## src/rtl/fbc_pkg.sv

```systemverilog
package fbc_pkg;

  // Fixed field widths of the stream items
  localparam int unsigned TapIdxW = 5;
  localparam int unsigned CfgW    = 6;
  localparam int unsigned ConvW   = 37;
  localparam int unsigned OutDataW = ((ConvW + 7) / 8) * 8;

  // Input item kinds carried on tuser
  localparam logic OP_LOAD   = 1'b0;
  localparam logic OP_SAMPLE = 1'b1;

  typedef enum logic [1:0] {
    ST_IDLE,
    ST_MAC,
    ST_FLUSH,
    ST_EMIT
  } fbc_state_e;

  // Commands from the controller to the datapath
  typedef struct packed {
    logic load_tap;    // write one kernel tap
    logic push;        // shift a sample into the delay line
    logic push_zero;   // shifted sample is zero (tail drain)
    logic clear_line;  // zero the whole delay line
    logic mac_en;      // form product for the current tap
    logic acc_clr;     // start a new sum
    logic out_load;    // move the sum into the output register
    logic out_last;    // flag of the sum being moved
  } fbc_cmd_t;

endpackage

```

## src/rtl/fbc_ctrl.sv

```systemverilog
module fbc_ctrl #(
  parameter int unsigned MaxTaps = 32,
  parameter int unsigned IdxW    = 5,
  parameter int unsigned CntW    = 6
) (
  input  logic                  clk_i,
  input  logic                  rst_ni,
  input  logic                  in_valid_i,
  input  logic                  in_op_i,
  input  logic                  in_last_i,
  output logic                  in_ready_o,
  input  logic                  cfg_valid_i,
  input  logic [fbc_pkg::CfgW-1:0] cfg_data_i,
  output logic                  cfg_ready_o,
  input  logic                  out_free_i,
  output fbc_pkg::fbc_cmd_t     cmd_o,
  output logic [IdxW-1:0]       mac_idx_o
);
  import fbc_pkg::*;

  fbc_state_e        state_q, state_d;
  logic [CfgW-1:0]   tap_count_q;
  logic [CntW-1:0]   k_q, k_d, k_eff;
  logic [IdxW-1:0]   j_q, j_d;
  logic [IdxW-1:0]   rem_q, rem_d;
  logic              fin_q, fin_d;
  logic              accept, sample_go, last_tap, more_tail;

  assign cfg_ready_o = 1'b1;
  assign in_ready_o  = (state_q == ST_IDLE);
  assign accept      = in_valid_i && in_ready_o;
  assign sample_go   = accept && (in_op_i == OP_SAMPLE);
  assign last_tap    = ((CntW'(j_q) + CntW'(1)) == k_q);
  assign more_tail   = (rem_q != '0);
  assign mac_idx_o   = j_q;

  // Clamp the programmed tap count to 1..MaxTaps
  always_comb begin
    priority if (tap_count_q == '0) begin
      k_eff = CntW'(1);
    end else if ({1'b0, tap_count_q} > (CfgW + 1)'(MaxTaps)) begin
      k_eff = CntW'(MaxTaps);
    end else begin
      k_eff = CntW'(tap_count_q);
    end
  end

  always_comb begin
    state_d = state_q;
    unique case (state_q)
      ST_IDLE:  if (sample_go) state_d = ST_MAC;
      ST_MAC:   if (last_tap) state_d = ST_FLUSH;
      ST_FLUSH: state_d = ST_EMIT;
      ST_EMIT: begin
        if (out_free_i) state_d = more_tail ? ST_MAC : ST_IDLE;
      end
      default:  state_d = ST_IDLE;
    endcase
  end

  always_comb begin
    cmd_o = '0;
    k_d   = k_q;
    j_d   = j_q;
    rem_d = rem_q;
    fin_d = fin_q;
    unique case (state_q)
      ST_IDLE: begin
        cmd_o.load_tap = accept && (in_op_i == OP_LOAD);
        if (sample_go) begin
          cmd_o.push    = 1'b1;
          cmd_o.acc_clr = 1'b1;
          k_d   = k_eff;
          j_d   = '0;
          fin_d = in_last_i;
          rem_d = in_last_i ? IdxW'(k_eff - CntW'(1)) : '0;
        end
      end
      ST_MAC: begin
        cmd_o.mac_en = 1'b1;
        j_d = j_q + IdxW'(1);
      end
      ST_FLUSH: begin
        cmd_o = '0;
      end
      ST_EMIT: begin
        cmd_o.out_last = fin_q && !more_tail;
        if (out_free_i) begin
          cmd_o.out_load = 1'b1;
          if (more_tail) begin
            // next tail sum: feed a zero sample
            cmd_o.push      = 1'b1;
            cmd_o.push_zero = 1'b1;
            cmd_o.acc_clr   = 1'b1;
            j_d   = '0;
            rem_d = rem_q - IdxW'(1);
          end else begin
            cmd_o.clear_line = fin_q;
          end
        end
      end
      default: cmd_o = '0;
    endcase
  end

  always_ff @(posedge clk_i or negedge rst_ni) begin
    if (!rst_ni) begin
      state_q     <= ST_IDLE;
      tap_count_q <= CfgW'(1);
      k_q         <= CntW'(1);
      j_q         <= '0;
      rem_q       <= '0;
      fin_q       <= 1'b0;
    end else begin
      state_q <= state_d;
      k_q     <= k_d;
      j_q     <= j_d;
      rem_q   <= rem_d;
      fin_q   <= fin_d;
      if (cfg_valid_i && cfg_ready_o) tap_count_q <= cfg_data_i;
    end
  end

endmodule

```

## src/rtl/fbc_datapath.sv

```systemverilog
module fbc_datapath #(
  parameter int unsigned MaxTaps    = 32,
  parameter int unsigned SampleBits = 16,
  parameter int unsigned IdxW       = 5
) (
  input  logic                               clk_i,
  input  logic                               rst_ni,
  input  fbc_pkg::fbc_cmd_t                  cmd_i,
  input  logic [IdxW-1:0]                    mac_idx_i,
  input  logic [fbc_pkg::TapIdxW-1:0]        tap_index_i,
  input  logic signed [SampleBits-1:0]       value_i,
  output logic                               out_free_o,
  output logic                               out_valid_o,
  input  logic                               out_ready_i,
  output logic signed [fbc_pkg::ConvW-1:0]   conv_value_o,
  output logic                               last_out_o
);
  import fbc_pkg::*;

  localparam int unsigned ProdW = 2 * SampleBits;

  logic signed [SampleBits-1:0] kernel_q [MaxTaps];
  logic signed [SampleBits-1:0] line_q   [MaxTaps];
  logic signed [ProdW-1:0]      prod_q;
  logic                         prod_vld_q;
  logic signed [63:0]           prod_ext;
  logic signed [ConvW-1:0]      acc_q;
  logic                         out_vld_q;
  logic signed [ConvW-1:0]      out_val_q;
  logic                         out_last_q;
  logic [TapIdxW+1:0]           wr_idx;
  logic                         wr_ok;

  assign wr_idx = (TapIdxW + 2)'(tap_index_i);
  assign wr_ok  = wr_idx < (TapIdxW + 2)'(MaxTaps);

  always_ff @(posedge clk_i or negedge rst_ni) begin
    if (!rst_ni) begin
      for (int i = 0; i < MaxTaps; i++) kernel_q[i] <= '0;
    end else if (cmd_i.load_tap && wr_ok) begin
      kernel_q[wr_idx[IdxW-1:0]] <= value_i;
    end
  end

  // Delay line: entry 0 is the newest sample
  always_ff @(posedge clk_i or negedge rst_ni) begin
    if (!rst_ni) begin
      for (int i = 0; i < MaxTaps; i++) line_q[i] <= '0;
    end else if (cmd_i.clear_line) begin
      for (int i = 0; i < MaxTaps; i++) line_q[i] <= '0;
    end else if (cmd_i.push) begin
      for (int i = MaxTaps - 1; i > 0; i--) line_q[i] <= line_q[i-1];
      line_q[0] <= cmd_i.push_zero ? '0 : value_i;
    end
  end

  always_ff @(posedge clk_i or negedge rst_ni) begin
    if (!rst_ni) begin
      prod_vld_q <= 1'b0;
    end else begin
      prod_vld_q <= cmd_i.mac_en;
    end
  end

  always_ff @(posedge clk_i) begin
    if (cmd_i.mac_en) prod_q <= kernel_q[mac_idx_i] * line_q[mac_idx_i];
  end

  // Sum wraps at ConvW bits
  assign prod_ext = 64'(prod_q);

  always_ff @(posedge clk_i) begin
    if (cmd_i.acc_clr) begin
      acc_q <= '0;
    end else if (prod_vld_q) begin
      acc_q <= acc_q + prod_ext[ConvW-1:0];
    end
  end

  assign out_free_o = !out_vld_q || out_ready_i;

  always_ff @(posedge clk_i or negedge rst_ni) begin
    if (!rst_ni) begin
      out_vld_q <= 1'b0;
    end else if (cmd_i.out_load) begin
      out_vld_q <= 1'b1;
    end else if (out_ready_i) begin
      out_vld_q <= 1'b0;
    end
  end

  always_ff @(posedge clk_i) begin
    if (cmd_i.out_load) begin
      out_val_q  <= acc_q;
      out_last_q <= cmd_i.out_last;
    end
  end

  assign out_valid_o  = out_vld_q;
  assign conv_value_o = out_val_q;
  assign last_out_o   = out_last_q;

endmodule

```

## src/rtl/fir_block_convolution.sv

```systemverilog
// Full linear convolution of a sample stream with a kernel of up to MAX_TAPS
// signed taps. A load request (tuser = 0) writes one tap and leaves the input
// ready. A sample request (tuser = 1) shifts the sample into the delay line
// and yields one exact sum of products, wrapped to 37 bits; one shared
// multiplier walks the taps one per cycle, and the input is not ready again
// until the sum has moved to the output register. A sample marked tlast is
// followed by tap_count - 1 more sums fed by zeros, the final one carrying
// tlast, after which the delay line is zero again. Here tap_count is the
// clamped count, and every sum waits while the output is held. The output
// register holds one finished sum, so the next one is computed while the
// previous waits. tap_count is written on the cfg port while no request is
// in flight; 0 counts as 1 and values above MAX_TAPS count as MAX_TAPS.
module fir_block_convolution #(
  parameter int unsigned MAX_TAPS    = 32,
  parameter int unsigned SAMPLE_BITS = 16
) (
  input  logic                                 clk_i,
  input  logic                                 rst_ni,
  input  logic                                 s_axis_tvalid_i,
  output logic                                 s_axis_tready_o,
  // tap_index [4:0], value [SAMPLE_BITS+4:5], zero fill above
  input  logic [((fbc_pkg::TapIdxW + SAMPLE_BITS + 7) / 8) * 8 - 1:0] s_axis_tdata_i,
  // op: 0 = load tap, 1 = sample
  input  logic                                 s_axis_tuser_i,
  input  logic                                 s_axis_tlast_i,
  output logic                                 m_axis_tvalid_o,
  input  logic                                 m_axis_tready_i,
  // conv_value [36:0], zero fill above
  output logic [fbc_pkg::OutDataW-1:0]         m_axis_tdata_o,
  output logic                                 m_axis_tlast_o,
  input  logic                                 cfg_valid_i,
  output logic                                 cfg_ready_o,
  input  logic [fbc_pkg::CfgW-1:0]             cfg_data_i
);
  import fbc_pkg::*;

  localparam int unsigned IdxW = (MAX_TAPS > 1) ? $clog2(MAX_TAPS) : 1;
  localparam int unsigned CntW = $clog2(MAX_TAPS + 1);

  fbc_cmd_t                  cmd;
  logic [IdxW-1:0]           mac_idx;
  logic                      out_free;
  logic signed [ConvW-1:0]   conv_value;

  fbc_ctrl #(
    .MaxTaps (MAX_TAPS),
    .IdxW    (IdxW),
    .CntW    (CntW)
  ) u_ctrl (
    .clk_i       (clk_i),
    .rst_ni      (rst_ni),
    .in_valid_i  (s_axis_tvalid_i),
    .in_op_i     (s_axis_tuser_i),
    .in_last_i   (s_axis_tlast_i),
    .in_ready_o  (s_axis_tready_o),
    .cfg_valid_i (cfg_valid_i),
    .cfg_data_i  (cfg_data_i),
    .cfg_ready_o (cfg_ready_o),
    .out_free_i  (out_free),
    .cmd_o       (cmd),
    .mac_idx_o   (mac_idx)
  );

  fbc_datapath #(
    .MaxTaps    (MAX_TAPS),
    .SampleBits (SAMPLE_BITS),
    .IdxW       (IdxW)
  ) u_datapath (
    .clk_i        (clk_i),
    .rst_ni       (rst_ni),
    .cmd_i        (cmd),
    .mac_idx_i    (mac_idx),
    .tap_index_i  (s_axis_tdata_i[TapIdxW-1:0]),
    .value_i      (s_axis_tdata_i[TapIdxW +: SAMPLE_BITS]),
    .out_free_o   (out_free),
    .out_valid_o  (m_axis_tvalid_o),
    .out_ready_i  (m_axis_tready_i),
    .conv_value_o (conv_value),
    .last_out_o   (m_axis_tlast_o)
  );

  assign m_axis_tdata_o = OutDataW'(unsigned'(conv_value));

endmodule

```

## config.mk

```make
export PLATFORM = sky130hd
export DESIGN_NAME = fir_block_convolution
export DESIGN_NICKNAME = d
export VERILOG_FILES = /design/src/rtl/fbc_pkg.sv /design/src/rtl/fbc_ctrl.sv /design/src/rtl/fbc_datapath.sv /design/src/rtl/fir_block_convolution.sv
export SDC_FILE = /design/constraint.sdc
export NUM_CORES = 2
export LEC_CHECK = 0
export BUFFER_PORTS_ARGS = -buffer_cell sky130_fd_sc_hd__buf_2
export CORE_MARGIN = 1.5
export CORE_UTILIZATION = 25
export CTS_CLUSTER_DIAMETER = 60
export DETAILED_ROUTE_END_ITERATION = 10
export GPL_ROUTABILITY_DRIVEN = 0
export PLACE_DENSITY = 0.44
export REMOVE_ABC_BUFFERS = 1
export SLEW_MARGIN = 20
export SYNTH_ARGS = -nofsm -noshare
export SYNTH_HDL_FRONTEND = slang
export SYNTH_SLANG_ARGS = --single-unit
```

## constraint.sdc

```tcl
create_clock -name clk_i -period 7.35 [get_ports clk_i]
set_input_delay 0.3675 -clock clk_i [delete_from_list [all_inputs] [get_ports clk_i]]
set_output_delay 0.3675 -clock clk_i [all_outputs]
set_load 0.01 [all_outputs]
```

==> impl_metrics.ini <==
[drt]
vias = 42900
drcViolationCount = 0
avgViaCountPerCell = 4.59
routed_wl_mm = 175
post_drt_wl_per_cell_um = 18.7
drtPass1Iterations = 5
drtIter0Drc = 3293
ant_nets = 0

[synthesis]
synth_top_area_share_pct = 41.0
yosys-top-cells-area = dfrtp_1 (41%), mux4_2 (11%), mux2_2 (9.2%), fa_1 (8.2%), nand2_1 (6.5%)
ys_async_sr_fraction_pct = 90.8
synth.distinct_cells = 75
ys_warn_count = 0
netlist_instances = 5585
synth-seq-cells = 1158
synth_area_mm2 = 0.0640
ys_seq_area_share_pct = 45.5
synth.avg_cell_area_um2 = 11.5
synth_area_leader_cell = dfrtp_1
synth-edff-count = 70
synthFlopType = dfrtp_1

[min_path]
hp-class = in -> async

[floorplanning]
rows = 185
die-area_mm2 = 0.259
chipHeight_um = 509
core-area_mm2 = 0.254
start_util_pct = 25.2
ioPinCount = 81
die_x_um = 509

[critical_path]
crit_cells = 28
worstPathRequired_ns = 7.88
worstSetupPathType = reg -> reg
worstSetupEndpointType = register
cpLargestDelayFamily = adder cells
arrival_ns = 8.25
cp.buffers_inverters = 10
worst_r2r_path_depth = 28
cpMostUsedCell = fa_1
critPathMaxFanout = 7
cpPeakStageDelay_ns = 0.55
startpoint_type = register
cp_slowest_cell = fa_1

[clocking]
cts_tree = yes
clk_latency_ns = 0.80
h-tree-depth = 4
cts.sinks = 1158
clk_path_buf_depth = 3
cts_made_buffers = 149
cts-root-buf = clkbuf_16
cts.clk_slew.worst_paths_ns = 0.06

[sta]
skew_ns = 0.0299
hold_violations = 0
min_period_over_period_pct = 105
slew_headroom_pct = 14.0
drv_slew = 0
fin_crit_ns = 7.72
tightest_slew_ns = 1.29
setup_viol = 12
fmax_mhz = 130
rsz0062_at_grt = true
fin_ws_ns = -0.367
hold_ws_ns = 0.173

[finish]
regArea_mm2 = 0.0292
syn_to_final_growth_pct = 20.9
drive_gt1_share_pct = 30.3
multiInputGateArea_mm2 = 0.0326
n_fill_cell = 25800
finalNetCount = 6284
fin_cells = 9350

[global_route]
track_usage_pct = 13.6
grt_overflow_total = 0
grt_antenna_before_repair = 11
first_global_vias = 44800
grt_pass1_wl_mm = 275
grt_max_degree = 225

[placement]
hpwl_mm = 111
portBuffers = 73
dp.cells = 8972

[power_and_ir_drop]
report.power.total_mw = 13.9
max-vdd-ir-drop_mv = 0.165
power.density_mw_per_mm2 = 180
p_leak_nw = 34.9

[outcome]
violations = negative setup slack
status = complete, but fails checks

[job]
max-cap-violations = 0
[cells in the mapped netlist, types with 9 or more instances]
library cell,count
a211oi_1,22
a21o_1,32
a21oi_1,568
a22o_1,16
a31oi_1,12
and3_1,15
buf_1,24
buf_2,57
buf_4,31
clkbuf_1,277
dfrtp_1,1049
dfxtp_1,37
edfxtp_1,70
fa_1,263
ha_1,124
inv_1,337
inv_2,12
mux2_2,524
mux2i_1,24
mux2i_4,10
mux4_2,320
nand2_1,1115
nand2b_1,32
nand3_1,24
nor2_1,229
nor2b_1,9
nor3_1,34
o21a_1,16
o21ai_0,51
o21bai_1,12
or2_2,48
or3_1,12
xnor2_1,41
xor2_1,14
[stage by stage]
stage          setup WS (ns)  cell area [um^2]  utilization, %   TNS, ns
3_3_place_gp          -0.703             70400            27.7     -7.29
6_report              -0.367             77400            30.4     -1.80
5_1_grt               -0.559             77400            30.4     -5.25
2_1_floorplan         -18.84             62300               -  -7889.93
4_1_cts               -0.401             76800            30.2     -3.02
3_5_place_dp          -0.688             70400            27.7     -7.09
[worst paths after layout]
check | start | endpoint | slack, ns
worst max-delay path | u_ctrl.mac_idx_o[0] | u_datapath.prod_q[30] | -0.37
worst min-delay path | rst_ni | u_datapath.line_q[52] | 0.17
worst max register to register | u_ctrl.mac_idx_o[0] | u_datapath.prod_q[30] | -0.37
worst min register to register | u_datapath.acc_q[36] | u_datapath.conv_value_o[36] | 0.47
max in group asynchronous | rst_ni | u_datapath.kernel_q[477] | 5.11
min in group clk_i | s_axis_tdata_i[11] | u_datapath.line_q[502] | 0.20
[per-layer routing]
layer / vias to the layer above / share of wire [%] / global-route usage (%)
li1: 19700 / - / -
met1: 22300 / 47 / 19.0
met2: 719 / 46 / 21.6
met3: 222 / 3.8 / 2.30
met4: 10 / 2.5 / 4.01
met5: - / 0.034 / 0
[flip-flops by register name, indices dropped and copies added (netlist names)]
register                 flops
u_ctrl.fin_q                 1
u_ctrl.k_q                   6
u_ctrl.mac_idx_o             5
u_ctrl.rem_q                 5
u_ctrl.state_q               2
u_ctrl.tap_count_q           6
u_datapath.acc_q            37
u_datapath.conv_value_o     37
u_datapath.kernel_q        512
u_datapath.last_out_o        1
u_datapath.line_q          512
u_datapath.out_valid_o       1
u_datapath.prod_q           32
u_datapath.prod_vld_q        1
[what timing repair did]
item / 4_1_cts / 5_1_grt
hold buffers: 15 / 0
hold endpoints to repair: 86 / 0
cloned: 9 / 1
pin swaps: 58 / 42
endpoints found under the setup margin: 17 / 19
setup buffers: 54 / 28
gates resized for setup: 149 / 75
[kinds of logic (layout without fill, tap and decap cells)]
group	count (synthesis)	count (layout)	share of synthesized area (%)
and+or+nand+nor	1560	1560	9.96
DFF	1158	1158	45.5
muxes	886	886	21.4
AOI/OAI and AO/OA	790	790	6.94
buffers and inverters	747	1138	4.77
adders and majority gates	387	387	10.7
xor gates and xnor gates	55	55	0.753
other	2	10	0.0117
[report_power, final]
group,internal [mW],switching [mW]
logic,0.0355,0.189
clock network,4.34,2.92
registers,6.43,0.00516
total,10.8,3.12
[placed cells by master, fill, tap and decap left out, types with 21 or more instances in the layout]
cell type | synthesis | final
a21o_1 | 32 | 31
a21oi_1 | 568 | 556
buf_12 | 0 | 75
buf_2 | 57 | 72
buf_4 | 31 | 299
buf_6 | 8 | 34
clkbuf_1 | 277 | 38
clkbuf_16 | 0 | 154
clkbuf_8 | 0 | 28
dfrtp_1 | 1049 | 1044
dfxtp_1 | 37 | 37
edfxtp_1 | 70 | 70
fa_1 | 263 | 238
fa_2 | 0 | 25
ha_1 | 124 | 106
inv_1 | 337 | 320
inv_2 | 12 | 28
mux2_2 | 524 | 521
mux2i_1 | 24 | 21
mux4_2 | 320 | 320
nand2_1 | 1115 | 1110
nand2b_1 | 32 | 31
nor2_1 | 229 | 203
nor3_1 | 34 | 31
o21ai_0 | 51 | 45
or2_2 | 48 | 46
xnor2_1 | 41 | 41
[final cells by class]
class                           count  share of cell area (%)
Timing Repair Buffer              520                    6.72
Antenna cell                        6                  0.0194
Inverter                          349                    1.70
Tap cell                         3366                    5.44
Sequential cell                  1158                    37.7
Multi-Input combinational cell   3682                    42.1
Clock inverter                     50                   0.691
Clock buffer                      219                    5.63
Power figures use the tool's default switching activity.
